File: config.mk
export PLATFORM = sky130hd
export DESIGN_NAME = psd_sqrt
export DESIGN_NICKNAME = d
export VERILOG_FILES = /design/src/rtl/core/psd_pkg.sv /design/src/rtl/core/psd_sqrt.sv
export SDC_FILE = /design/constraint.sdc
export NUM_CORES = 2
export LEC_CHECK = 0
export ABC_AREA = 1
export BUFFER_PORTS_ARGS = -buffer_cell sky130_fd_sc_hd__buf_2
export CORE_MARGIN = 3
export CORE_UTILIZATION = 52
export CTS_CLUSTER_DIAMETER = 150
export DETAILED_ROUTE_END_ITERATION = 10
export GPL_TIMING_DRIVEN = 1
export PLACE_DENSITY = 0.68
export SYNTH_ARGS = -nofsm -noshare
export SYNTH_HDL_FRONTEND = slang
export SYNTH_SLANG_ARGS = --single-unit
File: constraint.sdc
create_clock -name clk -period 6 [get_ports clk]
set_clock_uncertainty 0.15 [all_clocks]
set_input_delay 0.9 -clock clk [delete_from_list [all_inputs] [get_ports clk]]
set_output_delay 0.9 -clock clk [all_outputs]
set_load 0.005 [all_outputs]
File: src/rtl/core/psd_pkg.sv
// ----------------------------------------------------------------------------
// psd_pkg
// Shared widths, types and helpers for the point to segment distance pipeline.
// ----------------------------------------------------------------------------
package psd_pkg;

  localparam int COORD_BITS = 16;
  localparam int FRAC_BITS  = 8;
  localparam int DIST_WIDTH = 25;

  // coordinate difference, signed product, squared length (unsigned)
  localparam int DW   = COORD_BITS + 1;
  localparam int PW   = 2 * DW;
  localparam int L2W  = PW - 1;
  // |cross| magnitude and its split for partial products
  localparam int CW   = L2W;
  localparam int LOW  = (CW + 1) / 2;
  localparam int HIW  = CW - LOW;
  // dividend, quotient (radicand), root
  localparam int NUMW = 2 * CW + 2 * FRAC_BITS;
  localparam int QW   = L2W + 2 * FRAC_BITS;
  localparam int RW   = (QW + 1) / 2;
  localparam int SQW  = 2 * RW;
  localparam int XW   = (RW > DIST_WIDTH) ? RW : DIST_WIDTH;

  typedef logic signed [COORD_BITS-1:0] coord_t;
  typedef logic [DIST_WIDTH-1:0]        dist_t;

  typedef enum logic [1:0] {
    KIND_DEGEN    = 2'd0,
    KIND_BEFORE   = 2'd1,
    KIND_BEYOND   = 2'd2,
    KIND_INTERIOR = 2'd3
  } kind_t;

  typedef struct packed {
    logic  vld;
    kind_t kind;
  } psd_tag_t;

  // clamp the root to the result field
  function automatic dist_t dist_of(input logic [RW-1:0] root);
    logic [XW-1:0] r;
    r = XW'(root);
    if (r > XW'({DIST_WIDTH{1'b1}})) begin
      return {DIST_WIDTH{1'b1}};
    end
    return r[DIST_WIDTH-1:0];
  endfunction

endpackage

File: src/rtl/core/psd_sqrt.sv
// ----------------------------------------------------------------------------
// psd_sqrt
// Digit-by-digit integer square root, one root bit per register stage.
// ----------------------------------------------------------------------------
module psd_sqrt (
  input  logic                    clk,
  input  logic                    rst_n,
  input  logic                    en,
  input  psd_pkg::psd_tag_t       i_tag,
  input  logic [psd_pkg::QW-1:0]  i_rad,
  output psd_pkg::psd_tag_t       o_tag,
  output logic [psd_pkg::RW-1:0]  o_root
);
  import psd_pkg::*;

  logic          vld_r  [RW];
  kind_t         kind_r [RW];
  logic [RW:0]   rem_r  [RW];
  logic [RW-1:0] root_r [RW];
  logic [SQW-1:0] sh_r  [RW];

  for (genvar k = 0; k < RW; k++) begin : g_stg
    logic           vld_i;
    kind_t          kind_i;
    logic [RW:0]    rem_i;
    logic [RW-1:0]  root_i;
    logic [SQW-1:0] sh_i;
    logic [RW+2:0]  t, trial, diff;
    logic           ge;

    if (k == 0) begin : g_first
      assign vld_i  = i_tag.vld;
      assign kind_i = i_tag.kind;
      assign rem_i  = '0;
      assign root_i = '0;
      assign sh_i   = SQW'(i_rad);
    end else begin : g_next
      assign vld_i  = vld_r[k-1];
      assign kind_i = kind_r[k-1];
      assign rem_i  = rem_r[k-1];
      assign root_i = root_r[k-1];
      assign sh_i   = sh_r[k-1];
    end

    assign t     = {rem_i, sh_i[SQW-1:SQW-2]};
    assign trial = {1'b0, root_i, 2'b01};
    assign diff  = t - trial;
    assign ge    = (t >= trial);

    always_ff @(posedge clk) begin
      if (!rst_n) begin
        vld_r[k] <= 1'b0;
      end else if (en) begin
        vld_r[k] <= vld_i;
      end
    end

    always_ff @(posedge clk) begin
      if (en) begin
        kind_r[k] <= kind_i;
        rem_r[k]  <= ge ? diff[RW:0] : t[RW:0];
        root_r[k] <= {root_i[RW-2:0], ge};
        sh_r[k]   <= sh_i << 2;
      end
    end
  end

  assign o_tag  = '{vld: vld_r[RW-1], kind: kind_r[RW-1]};
  assign o_root = root_r[RW-1];

endmodule

### Word-level counts from Yosys, hierarchy flattened

Memory sizes are Yosys's and may differ from the RTL's.
Cells that the tools add are included.
W data, S select, Z words.

* bits in registers: 0
* memory bits (writable): 2550
* input bits: 55
* output and inout bits: 28
* word-level logic and storage cells: 135
* memories: 5

* add/sub/neg operators: 25
* order comparisons: 25
* mux-type cells: 55
* bitwise operators: 25

Memories
* sh_r: depth 25, width 48, rd ports 24, clocked after memory_dff 0, write ports 25, line psd_sqrt.sv:20 `logic [SQW-1:0] sh_r [RW];`
* rem_r: depth 25, width 26, rd ports 24, clocked after memory_dff 0, write ports 25, line psd_sqrt.sv:18 `logic [RW:0] rem_r [RW];`
* root_r: depth 25, width 25, rd ports 25, clocked after memory_dff 0, write ports 25, line psd_sqrt.sv:19 `logic [RW-1:0] root_r [RW];`
* kind_r: depth 25, width 2, rd ports 25, clocked after memory_dff 0, write ports 25, line psd_sqrt.sv:17 `kind_t kind_r [RW];`
* vld_r: depth 25, width 1, rd ports 25, clocked after memory_dff 0, write ports 25, line psd_sqrt.sv:16 `logic vld_r [RW];`

Operators by type and width (count)
* $ge A28 B27 Y1: 24
* $mux W26: 25
* $sub A26 B26 Y26: 24
* $mux W1: 30
* $or A1 B1 Y1: 25
* $sub A1 B1 Y2 const B: 1
* $ge A1 B1 Y1 const B: 1

### Depth between registers and ports, before layout

* word-level depth: 4
* depth in mapped cells: 16
* mapped depth without buffers: 15

### Worst setup path after synthesis

Ideal clock, no wire load.

* kind: flip-flop to flip-flop
* start point: memory rem_r[2][137] in the netlist's numbering
* end point: memory rem_r[2][159] in the netlist's numbering, data pin
* library setup time: 0.257 ns
* arrival time: 1.757 ns
* data required time: 5.593 ns
* slack: 3.836 ns
* stages on the path, launching flop included: 13
* buffers on the path: 1
* clock period less this slack: 2.164 ns
* path through: edfxtp_1 -> ha_1 -> nand2_1 -> inv_1 -> nand2_1 -> inv_1 -> nand2_1 -> nand3_1 -> nand2_1 -> inv_2 -> nor2_4 -> buf_6 -> o21ai_2

RTL lines (line)
* start: declaration: psd_sqrt.sv:18

==> summary.txt <==
Power
  – Clk network pwr share: roughly a third
  – Internal: between 20000 and 25000 uW
  – Seq pwr share: 47.1%
  – Comb pwr share: about 20%
  – Pwr dens: roughly 330 nW/um^2
  – Sw Ratio: 30.4%
  – Switching pwr: roughly 9300 uW
  – Leakage: 0.0414 uW
  – Worst vdd ir: 0.000323 V

CTS
  – Longest Clk Path Bufs: 3
  – H-tree Lvls: 4
  – CTS tree: built
  – Worst-path clk slew: 60 ps
  – Clock Sink Count: approximately 1600
  – CTS Buf Count: ~170
  – Hold Buf Count CTS: 0
  – CTS resizes: 0
  – Worst skew pair latency: just over 800 ps
  – Clk root buf: clkbuf_16
  – Postcts setup bufs: 0

Routing
  – Vias/cell: 5.13
  – Number of remaining DRC errors: 0
  – Final wirelength: 203000 um
  – Via count: between 60000 and 70000
  – Routed length per instance: 17.1 um
  – ANT nets after route: 0
  – DR pass1 iterations: 6
  – Initial drt markers: roughly 5300

Synth
  – Syn Area/Cell: about 9.0 sq um
  – Cell variety after synth: 59
  – Synth async-reset ratio: 0%
  – #FFs+latches synth: between 1500 and 2000
  – Number of synthesized flops with an enable pin: between 1500 and 2000
  – Post-synth top area cell: edfxtp_1
  – Synthesized net count: between 9000 and 10000
  – Gate Count Post-Synth: around 9400
  – Top-area cell type share of the netlist area: 56.0%
  – YS warnings: 0
  – Area contributors post-synth: edfxtp_1 (56%), nand2_1 (13%), inv_1 (7.2%)
  – Synth Cell Area: 84900 sq um
  – Ys flop type: edfxtp_1
  – Seq/Total Area, Yosys: between 50% and 60%

Setup path
  – CP required: between 6000 and 7000 ps
  – CP arrival: 3520 ps
  – Crit path max fanout: 31
  – Startpoint types: flop
  – Critical path capture point type: flop
  – Crit path kind: reg2reg

Floorplan
  – Placeable Area: 161000 sq um
  – Initial core utilization: 52.6%
  – FP Rows: 147
  – Ports: 83
  – Die Ht: between 400 and 500 um
  – Die area: roughly 170000 sq um
  – Die Width: slightly above 400 um

Final layout
  – FF+latch area: roughly 48000 sq um
  – Area grow syn2layout: 9.56%
  – Post-layout nets: 10000
  – Layout cells sized above 1: between 6 and 7%
  – # diodes: 0
  – Filler cell count: about 14000
  – Area of the multi-input gates: 30400 sq um

Place
  – PortBufs: slightly above 80
  – Placer Congestion: between 0.9 and 1
  – DP Wirelength: around 160000 um

GRT
  – First-pass GRT wire length: between 300000 and 400000 um
  – All-Layer GR Usage: ~24%
  – Largest net degree at the start of global routing: 180
  – Antenna violations before repair: 1
  – GR Overflow Total: 0
  – Vias in the first global route: 57987

Timing
  – Final slew viol count: 0
  – Hold Slack: 114 ps
  – TNS Setup: 0 ps
  – Worst slew pin tran: around 1100 ps
  – Final Hold Viols: 0
  – RSZ-0062 raised after global routing: no
  – Tmin final: about 3200 ps
  – Achievable frequency: roughly 0.31 GHz
  – Final setup fails: 0
  – Max-slew headroom: a little under a quarter
  – Final period utilization: between 50% and 60%

Worst hold path
  – Min-delay worst type: in2reg

Status
  – Status: finished, final reports clean

Job
  – Number of max-cap violations: 0
[critical path: stages (launching register included)]
cell and delay, ps:
edfxtp_1 430, inv_1 70, ha_1 330, nand2_1 150, inv_1 80, nand2_1 90
nand2_2 90, nand3_1 80, nand3_1 130, nand2_1 150, nand2_2 280, inv_2 580
o21ai_1 260
[final timing paths]
kind              slack, ps            to  cells after the start      startpoint
setup / recovery       2820  rem_r[2][12]                     12  root_r[0][376]
hold reg to reg         240  sh_r[1][180]                      0    sh_r[1][130]
hold / removal          110   sh_r[0][11]                      1       i_rad[11]
setup reg to reg       2820  rem_r[2][12]                     12  root_r[0][376]
[power groups by stage]
| stage | Combinational, uW | Sequential (uW) | Clock, uW |
|---|---|---|---|
| floorplan | 4410 | 14200 | 0 |
| global placement | 6020 | 14600 | 0 |
| detailed placement | 6080 | 14600 | 0 |
| CTS | 6110 | 14400 | 10300 |
| global route | 6980 | 14500 | 10800 |
| finish | 6130 | 14400 | 10000 |
[sequential cells by signal, indices dropped and copies added, names as in the netlist]
name    flops
rem_r     584
root_r    325
sh_r      600
vld_r      25
kind_r     50
[area by class of cell]
class	count	share of cell area [%]
multi-input combinational	6077	32.7
tap	2160	2.91
inverter	1662	6.72
clock inverter	109	1.19
clock buffer	193	4.60
sequential	1584	51.1
timing repair buffer	103	0.762
[metal layers]
metal	GRT usage [%]	up-vias	wire length (um)
met3	2.94	332	8810
li1	-	30889	-
met1	32.3	28333	90100
met4	7.61	0	6390
met5	0	-	0
met2	40.7	1413	97700
[Yosys cell counts, drive strengths merged (3+ instances only)]
cell type / instances
edfxtp: 1583
a211oi: 3
xor2: 111
nand4: 151
clkbuf: 3
nor3b: 7
o21a: 7
nand3b: 74
a21oi: 352
nor4: 13
or2: 24
buf: 72
a21boi: 5
a21o: 6
nand3: 546
and3: 6
o21ai: 284
nand2: 3076
inv: 1660
and2: 9
xnor2: 125
o211ai: 6
nor3: 77
o21bai: 16
nor2: 823
ha: 350
[stage by stage]
step / area (sq um) / worst slack (ps) / utilization (%) / total power, uW / cells
finish: 93000 / 2820 / 57.7 / 30500 / 11888
detailed placement: 87600 / 2830 / 54.3 / 20700 / 11586
global route: 93000 / 2620 / 57.7 / 32200 / 11888
CTS: 93000 / 2820 / 57.7 / 30900 / 11888
global placement: 87600 / 2840 / 54.3 / 20600 / 11586
floorplan: 84900 / 3840 / - / 18600 / 9398
[layout by cell type (no fill, tap or decap), types with 39 or more instances in the layout]
master | Yosys | layout
nand3b_1 | 73 | 73
o21ai_0 | 163 | 163
nor2_1 | 784 | 784
nor3_1 | 73 | 73
ha_1 | 350 | 350
nand2_1 | 3029 | 3029
o21ai_1 | 82 | 82
nand4_1 | 149 | 149
o21ai_2 | 39 | 39
xnor2_1 | 125 | 125
nand3_1 | 526 | 526
inv_1 | 1628 | 1628
buf_2 | 7 | 81
nand2_2 | 43 | 43
xor2_1 | 111 | 111
clkbuf_16 | 0 | 167
edfxtp_1 | 1583 | 1583
a21oi_1 | 322 | 322
[kinds of logic (layout without fill, tap and decap cells)]
logic type	after synthesis	count (layout)	synth area share [%]
simple gates	4806	4806	23.7
buf+inv	1737	2067	8.15
flops	1584	1584	56.0
compound gates	684	684	4.49
fa+ha+maj	350	350	5.16
xor+xnor	236	236	2.44
other cells	1	1	0.00442
Power figures use the tool's default switching activity.
